[src/quarter_disc_span_fill_unit_assert.svh]
// assertion macros for the quarter disc span fill unit
// expects clk and rst_n in the scope of every use
`ifndef QUARTER_DISC_SPAN_FILL_UNIT_ASSERT_SVH
`define QUARTER_DISC_SPAN_FILL_UNIT_ASSERT_SVH

// same-cycle implication, checked outside reset
`define QDSF_ASSERT_NOW(label, ante, cons, msg) \
    label: assert property (@(posedge clk) disable iff (!rst_n) (ante) |-> (cons)) \
        else $error(msg);

// next-cycle implication, checked outside reset
`define QDSF_ASSERT_NEXT(label, ante, cons, msg) \
    label: assert property (@(posedge clk) disable iff (!rst_n) (ante) |=> (cons)) \
        else $error(msg);

`endif

[src/qdsf_pkg.sv]
// shared types and constants for the quarter disc span fill unit
// no dependencies
package qdsf_pkg;

    localparam int COORD_BITS   = 10;
    localparam int WIDE_BITS    = COORD_BITS + 2;
    localparam int RADIUS_BITS  = 6;
    localparam int COLOR_BITS   = 16;
    localparam int QUAD_BITS    = 2;
    localparam int MAX_RADIUS   = 60;

    // quadrant bits
    localparam int QUAD_LEFT_BIT = 0;
    localparam int QUAD_DOWN_BIT = 1;

    // one command item
    typedef struct packed {
        logic [COORD_BITS-1:0]  center_x;
        logic [COORD_BITS-1:0]  center_y;
        logic [RADIUS_BITS-1:0] radius;
        logic [COLOR_BITS-1:0]  fill_color;
        logic [QUAD_BITS-1:0]   quadrant;
    } cmd_t;

    // one span item
    typedef struct packed {
        logic signed [WIDE_BITS-1:0] span_row;
        logic [COORD_BITS-1:0]       span_from;
        logic signed [WIDE_BITS-1:0] span_to;
        logic [COLOR_BITS-1:0]       span_color;
        logic                        last_span;
    } span_t;

    // controller to datapath commands
    typedef struct packed {
        logic load;     // capture command, start walk
        logic emit;     // register a span on the output
        logic sel_b;    // span with row and column offsets swapped
        logic last;     // mark emitted span as last
        logic step_a;   // decision negative: x advances only
        logic step_b;   // decision non-negative: x advances, y retreats
    } dp_cmd_t;

    // datapath to controller status
    typedef struct packed {
        logic rad_nonzero;  // incoming radius is not zero
        logic d_neg;        // decision variable negative
        logic a_next_lt;    // x + 1 < y
        logic b_next_lt;    // x + 1 < y - 1
        logic b_next_eq;    // x + 1 == y - 1
    } dp_status_t;

endpackage

[src/quarter_disc_span_fill_unit.sv]
// top level of the quarter disc span fill unit
// uses qdsf_pkg, qdsf_ctrl, qdsf_datapath and the assertion macro header

// A command item is taken on a clock edge with start high and busy low. The
// unit then walks the midpoint decision variable and produces one
// horizontal span per clock while busy. A command yields the clamped radius
// plus one spans, so 1 for radius zero and at most 61 at the largest radius;
// busy stays high from the accept edge until the last span is shown. Each
// span appears on result with result_valid high for exactly one cycle,
// registered from the walk state that made it, and must be taken then: the
// receiver cannot stall. The final span carries last_span. busy falls in
// the cycle the last span is shown, so the next command can be accepted
// while that span is on the output.
`include "quarter_disc_span_fill_unit_assert.svh"

module quarter_disc_span_fill_unit #(
    parameter int MAX_RADIUS = qdsf_pkg::MAX_RADIUS
) (
    input  logic              clk,
    input  logic              rst_n,
    input  logic              start,
    input  qdsf_pkg::cmd_t    cmd,
    output logic              busy,
    output logic              result_valid,
    output qdsf_pkg::span_t   result
);

    qdsf_pkg::dp_cmd_t    dp_cmd;
    qdsf_pkg::dp_status_t dp_status;

    // sequencer
    qdsf_ctrl u_ctrl (
        .clk    (clk),
        .rst_n  (rst_n),
        .start  (start),
        .status (dp_status),
        .dp_cmd (dp_cmd),
        .busy   (busy)
    );

    // walk arithmetic and output register
    qdsf_datapath #(
        .MAX_RADIUS (MAX_RADIUS)
    ) u_datapath (
        .clk          (clk),
        .rst_n        (rst_n),
        .cmd          (cmd),
        .dp_cmd       (dp_cmd),
        .status       (dp_status),
        .result_valid (result_valid),
        .result       (result)
    );

    // checks
    `QDSF_ASSERT_NEXT(a_accept_busy, start && !busy, busy, "accepted item did not raise busy")
    `QDSF_ASSERT_NOW(a_last_idle, result_valid && result.last_span, !busy, "busy after last span")
    `QDSF_ASSERT_NOW(a_mid_busy, result_valid && !result.last_span, busy, "idle after non-last span")
    `QDSF_ASSERT_NOW(a_fall_last, $fell(busy), result_valid && result.last_span, "busy fell without last span")

endmodule

[src/qdsf_ctrl.sv]
// walk sequencer for the quarter disc span fill unit
// uses qdsf_pkg command and status types
module qdsf_ctrl (
    input  logic                   clk,
    input  logic                   rst_n,
    input  logic                   start,
    input  qdsf_pkg::dp_status_t   status,
    output qdsf_pkg::dp_cmd_t      dp_cmd,
    output logic                   busy
);

    localparam logic [1:0] ST_IDLE = 2'd0;
    localparam logic [1:0] ST_A    = 2'd1;
    localparam logic [1:0] ST_B    = 2'd2;
    localparam logic [1:0] ST_FIN  = 2'd3;

    logic [1:0] state_reg;
    logic [1:0] state_next;

    // next state and commands
    always_comb
    begin
        state_next = state_reg;
        dp_cmd     = '0;
        unique case (state_reg)
            ST_IDLE:
            begin
                if (start)
                begin
                    dp_cmd.load = 1'b1;
                    state_next  = status.rad_nonzero ? ST_A : ST_FIN;
                end
            end
            ST_A:
            begin
                dp_cmd.emit = 1'b1;
                if (status.d_neg)
                begin
                    dp_cmd.step_a = 1'b1;
                    state_next    = status.a_next_lt ? ST_A : ST_FIN;
                end
                else
                begin
                    state_next = ST_B;
                end
            end
            ST_B:
            begin
                dp_cmd.emit   = 1'b1;
                dp_cmd.sel_b  = 1'b1;
                dp_cmd.step_b = 1'b1;
                if (status.b_next_lt)
                begin
                    state_next = ST_A;
                end
                else if (status.b_next_eq)
                begin
                    state_next = ST_FIN;
                end
                else
                begin
                    dp_cmd.last = 1'b1;
                    state_next  = ST_IDLE;
                end
            end
            ST_FIN:
            begin
                dp_cmd.emit = 1'b1;
                dp_cmd.last = 1'b1;
                state_next  = ST_IDLE;
            end
            default:
            begin
                state_next = ST_IDLE;
            end
        endcase
    end

    // state register
    always_ff @(posedge clk or negedge rst_n)
    begin
        if (!rst_n)
        begin
            state_reg <= ST_IDLE;
        end
        else
        begin
            state_reg <= state_next;
        end
    end

    assign busy = (state_reg != ST_IDLE);

endmodule

[src/qdsf_datapath.sv]
// walk registers, decision arithmetic and span output register
// uses qdsf_pkg item, command and status types
module qdsf_datapath #(
    parameter int MAX_RADIUS = qdsf_pkg::MAX_RADIUS
) (
    input  logic                   clk,
    input  logic                   rst_n,
    input  qdsf_pkg::cmd_t         cmd,
    input  qdsf_pkg::dp_cmd_t      dp_cmd,
    output qdsf_pkg::dp_status_t   status,
    output logic                   result_valid,
    output qdsf_pkg::span_t        result
);

    localparam int STEP_W  = $clog2(MAX_RADIUS + 1);
    localparam int DEC_W   = STEP_W + 5;
    localparam int WIDE_W  = qdsf_pkg::WIDE_BITS;
    localparam int COORD_W = qdsf_pkg::COORD_BITS;
    localparam int RAD_W   = qdsf_pkg::RADIUS_BITS;

    // walk state
    logic [STEP_W-1:0]               tx_reg, tx_next;
    logic [STEP_W-1:0]               ty_reg, ty_next;
    logic signed [DEC_W-1:0]         dec_reg, dec_next;

    // held command
    logic [COORD_W-1:0]              cx_reg;
    logic [COORD_W-1:0]              cy_reg;
    logic [qdsf_pkg::COLOR_BITS-1:0] color_reg;
    logic [qdsf_pkg::QUAD_BITS-1:0]  quad_reg;

    // output register
    qdsf_pkg::span_t                 span_reg, span_next;
    logic                            valid_reg;

    logic [RAD_W-1:0]                rad_clamped;
    logic [STEP_W-1:0]               start_ty;
    logic signed [DEC_W-1:0]         tx4, ty4, dec_init, dec_a, dec_b;
    logic [STEP_W:0]                 tx_p1, tx_p2, ty_e;
    logic [STEP_W-1:0]               off_row, off_col;
    logic [WIDE_W-1:0]               cx_w, cy_w, row_w, col_w;

    // radius clamp and decision start value 3 - 2r
    always_comb
    begin
        rad_clamped = (cmd.radius > RAD_W'(MAX_RADIUS)) ? RAD_W'(MAX_RADIUS) : cmd.radius;
        start_ty    = rad_clamped[STEP_W-1:0];
        dec_init    = DEC_W'(3) - (DEC_W'(start_ty) <<< 1);
    end

    // decision updates
    always_comb
    begin
        tx4   = DEC_W'(tx_reg) <<< 2;
        ty4   = DEC_W'(ty_reg) <<< 2;
        dec_a = dec_reg + tx4 + DEC_W'(6);
        dec_b = dec_reg + tx4 - ty4 + DEC_W'(10);
    end

    // loop bound compares for the controller
    always_comb
    begin
        tx_p1 = {1'b0, tx_reg} + (STEP_W+1)'(1);
        tx_p2 = {1'b0, tx_reg} + (STEP_W+1)'(2);
        ty_e  = {1'b0, ty_reg};
        status.rad_nonzero = (cmd.radius != '0);
        status.d_neg       = dec_reg[DEC_W-1];
        status.a_next_lt   = (tx_p1 < ty_e);
        status.b_next_lt   = (tx_p2 < ty_e);
        status.b_next_eq   = (tx_p2 == ty_e);
    end

    // walk state next values
    always_comb
    begin
        tx_next  = tx_reg;
        ty_next  = ty_reg;
        dec_next = dec_reg;
        if (dp_cmd.load)
        begin
            tx_next  = '0;
            ty_next  = start_ty;
            dec_next = dec_init;
        end
        else if (dp_cmd.step_a)
        begin
            tx_next  = tx_reg + STEP_W'(1);
            dec_next = dec_a;
        end
        else if (dp_cmd.step_b)
        begin
            tx_next  = tx_reg + STEP_W'(1);
            ty_next  = ty_reg - STEP_W'(1);
            dec_next = dec_b;
        end
    end

    // span coordinates: row offset and column offset swap on the b span
    always_comb
    begin
        off_row = dp_cmd.sel_b ? ty_reg : tx_reg;
        off_col = dp_cmd.sel_b ? tx_reg : ty_reg;
        cx_w    = WIDE_W'(cx_reg);
        cy_w    = WIDE_W'(cy_reg);
        if (quad_reg[qdsf_pkg::QUAD_DOWN_BIT])
        begin
            row_w = cy_w + WIDE_W'(off_row);
        end
        else
        begin
            row_w = cy_w - WIDE_W'(off_row);
        end
        if (quad_reg[qdsf_pkg::QUAD_LEFT_BIT])
        begin
            col_w = cx_w - WIDE_W'(off_col);
        end
        else
        begin
            col_w = cx_w + WIDE_W'(off_col);
        end
        span_next.span_row   = row_w;
        span_next.span_from  = cx_reg;
        span_next.span_to    = col_w;
        span_next.span_color = color_reg;
        span_next.last_span  = dp_cmd.last;
    end

    // walk, command and span output registers
    always_ff @(posedge clk or negedge rst_n)
    begin
        if (!rst_n)
        begin
            tx_reg    <= '0;
            ty_reg    <= '0;
            dec_reg   <= '0;
            cx_reg    <= '0;
            cy_reg    <= '0;
            color_reg <= '0;
            quad_reg  <= '0;
            span_reg  <= '0;
        end
        else
        begin
            tx_reg  <= tx_next;
            ty_reg  <= ty_next;
            dec_reg <= dec_next;
            if (dp_cmd.load)
            begin
                cx_reg    <= cmd.center_x;
                cy_reg    <= cmd.center_y;
                color_reg <= cmd.fill_color;
                quad_reg  <= cmd.quadrant;
            end
            if (dp_cmd.emit)
            begin
                span_reg <= span_next;
            end
        end
    end

    // output strobe
    always_ff @(posedge clk or negedge rst_n)
    begin
        if (!rst_n)
        begin
            valid_reg <= 1'b0;
        end
        else
        begin
            valid_reg <= dp_cmd.emit;
        end
    end

    assign result_valid = valid_reg;
    assign result       = span_reg;

endmodule
[config.mk]
export PLATFORM = sky130hd
export DESIGN_NAME = quarter_disc_span_fill_unit
export DESIGN_NICKNAME = d
export VERILOG_FILES = /design/src/qdsf_pkg.sv /design/src/quarter_disc_span_fill_unit.sv /design/src/qdsf_ctrl.sv /design/src/qdsf_datapath.sv
export VERILOG_INCLUDE_DIRS = /design/src /design/src/src
export SDC_FILE = /design/constraint.sdc
export NUM_CORES = 1
export LEC_CHECK = 0
export ABC_CLOCK_PERIOD_IN_PS = 10950
export BUFFER_PORTS_ARGS = -buffer_cell sky130_fd_sc_hd__buf_2
export CORE_UTILIZATION = 40
export DETAILED_ROUTE_END_ITERATION = 6
export SLEW_MARGIN = 20
export SYNTH_ARGS = -nofsm -noshare
export SYNTH_HDL_FRONTEND = slang
export SYNTH_SLANG_ARGS = --single-unit
[constraint.sdc]
create_clock -name clk -period 10.95 [get_ports clk]
set_clock_uncertainty 0.2 [all_clocks]
set_input_delay 2.19 -clock clk [delete_from_list [all_inputs] [get_ports clk]]
set_output_delay 2.19 -clock clk [all_outputs]
set_load 0.05 [all_outputs]
Word level (Yosys, flattened, before mapping)
Index checks and enable logic that the tools add are counted.
{"block": "word_totals", "ff_bits": 115, "word_cells": 73, "inputBits": 47}
{"block": "op_classes", "n_eq_ne": 6, "reduce_logical": 7, "n_mux": 30, "n_lt_le_gt_ge": 3, "n_addsub": 13}
{"cell": "2-to-1 mux 6 bit", "count": 9}
{"cell": "2-to-1 mux 11 bit", "count": 3}
{"cell": "2-to-1 mux 12 bit", "count": 2}
{"cell": "adder 10 x 6 -> 11 bit", "count": 2}
{"cell": "subtractor 10 x 6 -> 11 bit", "count": 2}
{"cell": "< comparator 7 x 6 -> 1 bit", "count": 2}
{"cell": "2-to-1 mux 2 bit", "count": 6}
{"cell": "adder 11 x 4 -> 11 bit, second input constant", "count": 1}
{"cell": "adder 11 x 5 -> 11 bit, second input constant", "count": 1}
{"cell": "adder 11 x 9 -> 11 bit", "count": 1}
{"cell": "subtractor 11 x 9 -> 11 bit", "count": 1}
{"cell": "2-to-1 mux 1 bit", "count": 8}
{"cell": "case mux 2 bit (4 select lines)", "count": 1}
{"cell": "subtractor 2 x 7 -> 8 bit, first input constant", "count": 1}
{"cell": "adder 6 x 1 -> 7 bit, second input constant", "count": 1}
{"cell": "adder 6 x 2 -> 7 bit, second input constant", "count": 1}
{"cell": "== test 7 x 6 -> 1 bit", "count": 1}
{"cell": "adder 6 x 1 -> 6 bit, second input constant", "count": 1}
{"cell": "> comparator 6 bit, second input constant", "count": 1}
{"cell": "nonzero test 6 bit", "count": 1}
{"cell": "subtractor 6 x 1 -> 6 bit, second input constant", "count": 1}
{"cell": "== test 2 bit, second input constant", "count": 2}
{"cell": "nonzero test 2 bit", "count": 2}
{"cell": "nonzero test 3 bit", "count": 1}
{"cell": "7 further kinds", "count": 7}

Longest topological paths before layout
{"block": "depth", "word_depth": 6, "depth_mapped": 15, "mapped_depth_nobuf": 13}

Modules after synthesis
Synthesis repeated with hierarchy kept, for this count alone.
{"block": "hier_totals", "hier_cells": 743, "area_unflattened_um2": 7375.8}
{"mod": "qdsf_datapath", "cells_per_inst": 724, "area_per_inst_um2": 7223.2, "n_inst": 1}
{"mod": "qdsf_ctrl", "cells_per_inst": 19, "area_per_inst_um2": 152.6, "n_inst": 1}

Worst setup path before layout
OpenSTA, ideal clock, no wires.
{"block": "synth_timing", "kind": "register to output", "startpoint": "register u_ctrl.state_reg[0]", "endpoint": "output port busy", "arrival_time_ns": 1.326, "setup_slack_ns": 7.234, "stages_incl_launch_ff": 5, "path_cell_list": "dfrtp_1 > clkbuf_2 > nor2_1 > inv_2 > clkbuf_1"}
{"block": "synth_via", "elab_chain_len": 1}
{"element": "start, declared", "line": "qdsf_ctrl.sv:17", "text": "logic [1:0] state_reg;"}
{"element": "start signal, assigned", "line": "qdsf_ctrl.sv:88", "text": "state_reg <= state_next;"}
{"element": "nonzero test 2 bit", "line": "qdsf_ctrl.sv:92", "text": "assign busy = (state_reg != ST_IDLE);"}
{"element": "end, declared", "line": "quarter_disc_span_fill_unit.sv:23", "text": "output logic busy,"}
No other way between the ends.

Worst setup path in the final report
Same ends and word-level chain as after synthesis.

==> results by group <==
Cells and area
  – Antenna cells: 0
  – Commonest non-fill, non-tap cell in the layout: nand2_1
  – Area grow syn2layout: 17.4%
  – Final nets: 1090
  – Most frequent cells in the layout: nand2_1, dfrtp_1, buf_2, ha_1, o21ai_0
  – Fillers: 1794
  – Proportion of layout cells with a drive suffix above 1: 15.6%
  – Final instance area: 8610 sq um
  – Largest register FFs: 51

Status
  – Status: finished clean

Clock tree
  – Worst skew pair latency: 0.42 ns
  – Clock sink count: 114
  – CTS H-tree lvls: 4
  – Clock Tree Buf Depth: 2
  – Clock transition at path regs: 0.06 ns
  – Root Driver: clkbuf_16
  – # resized after CTS: 0
  – CTS tree: yes
  – Post-CTS setup repair buffer count: 0
  – CTS buffer count: 17
  – Post-CTS Hold Buffers: 0

Synth
  – Synth top area share: 38.9%
  – Top FF cell, synth: dfrtp_1
  – Syn Std Cell Area: 7330 sq um
  – Synth Instances: 885
  – Yosys reg bits: 114
  – Post-synth EDFFs: 0
  – Net count after synthesis: 1000
  – Area leader, netlist: dfrtp_1
  – Synth async-reset ratio: 100%
  – Synth cell types: 62
  – Sequential fraction of the synthesis area: 38.9%
  – Top cells by area, synth: dfrtp_1, nand2_1, ha_1
  – Ys Warns: 0
  – Syn_area_per_cell: 8.28 sq um

STA
  – Slew Viols, Final: 0
  – Fmax achieved: 0.238 GHz
  – Setup_tns: 0 ns
  – Final hold viol count: 0
  – Worst Tran Pin Value: 0.861 ns
  – Final setup fails: 0
  – Tcrit/Tclk final: 38.3%
  – Rel. slew slack: 42.6%
  – Min cycle time layout: 4.19 ns
  – Unrepaired setup endpoints after global routing: no
  – Hold Slack: 0.259 ns

Drt
  – Via count: 6281
  – Vias per inst: 5.16
  – DRT Wirelength: 18600 um
  – Post-DRT Antenna Nets: 0
  – Drt pass-1 iters: 5
  – Wire length per cell: 15.3 um
  – DRC violations left: 0
  – Initial DRC count: 435

Floorplanning
  – Die H: 137 um
  – Starting Density: 40.8%
  – Row cnt: 49
  – I/O pins: 100
  – Die area: 18900 sq um
  – Core ar.: 18000 sq um
  – Die extent in x: 137 um

GRT
  – Grt met1 use: 28.9%
  – Global-route wire length before repair: 29500 um
  – Largest net degree at the start of global routing: 65
  – Met2 usage: 32.1%
  – Tot GR Track Use: 20.5%
  – Remaining global-route overflow: 0
  – Antenna violations before repair: 0
  – Gr busiest metal: met2
  – Met3 Use GR: 3.90%
  – Vias in the first global route: 5701

Placement
  – GPL Wtd Cong: 0.873
  – Placed Area: 8030 sq um
  – HPWL after DPL: 13200 um
  – Port Buffer Count: 99

Critical path
  – Crit Path Max Fanout: 46
  – WP data required: 8.56 ns
  – Crit Path Category: register to output port
  – Crit path from: u_ctrl.state_reg[0]
  – CP arrival: 1.80 ns
  – Launch point of the worst reg-to-reg path: u_datapath.tx_reg[0]
  – Critical path launch point type: register
  – CP Capture Type: output port

Hold path
  – Min-Delay Path Class: register to register
  – Hold wc startpoint: u_datapath.result[30]

Flow run
  – Max cap viols: 0
==> final timing paths <==
check	slack [ns]	to	cells after the start
min reg2reg	0.26	u_datapath.result[30]	2
max in group asynchronous	7.67	u_datapath.result[29]	2
max	6.76	busy	4
min in group asynchronous	1.69	u_datapath.result[43]	1
min	0.26	u_datapath.result[30]	2
max reg2reg	7.17	u_datapath.dec_reg[8]	13
==> cell usage after synthesis, types with 14 or more instances <==
| master | n |
|---|---|
| nor2_1 | 51 |
| o21ai_0 | 62 |
| inv_1 | 52 |
| xnor2_1 | 27 |
| a21o_1 | 18 |
| clkbuf_1 | 24 |
| dfrtp_1 | 114 |
| a21oi_1 | 42 |
| nand2_1 | 237 |
| xor2_1 | 14 |
| nand3_1 | 22 |
| ha_1 | 63 |
==> worst max-delay path, stage by stage, from the launching register on <==
cell	delay (ns)
dfrtp_1	0.49
nor2_4	0.07
inv_2	0.05
buf_4	0.40
buf_2	0.35
==> through the flow <==
step	cells	worst slack, ns	utilization (%)
floorplan	885	7.23	-
detailed placement	1185	6.81	44.7
global placement	1185	6.91	44.7
finish	1217	6.76	47.9
CTS	1217	6.72	47.9
global route	1217	6.64	47.9
==> layer usage <==
layer / share of wire (%) / wire length [um]
met4: 1.0 / 193
met2: 46 / 8460
met5: 0 / 0
met3: 3.9 / 722
met1: 50 / 9220
==> cell families after synthesis <==
logic type / synth area share, %
AND/OR/NAND/NOR: 22.6
AO/OA/AOI/OAI: 16.1
flip-flops: 38.9
buffers and inverters: 4.56
adder cells (fa/ha/maj): 12.1
XOR/XNOR: 4.90
multiplexers: 0.819
==> layout make-up <==
type	instances	area, sq um	area share (%)
tap	229	287	3.33
clock buffer	17	425	4.94
inverter	53	199	2.31
sequential	114	2850	33.1
clock inverter	15	146	1.70
multi-input combinational	684	4150	48.3
timing repair buffer	105	543	6.31
Power is not shown: default switching activity piles up to over one toggle a cycle in this logic, so the estimate is an artifact.
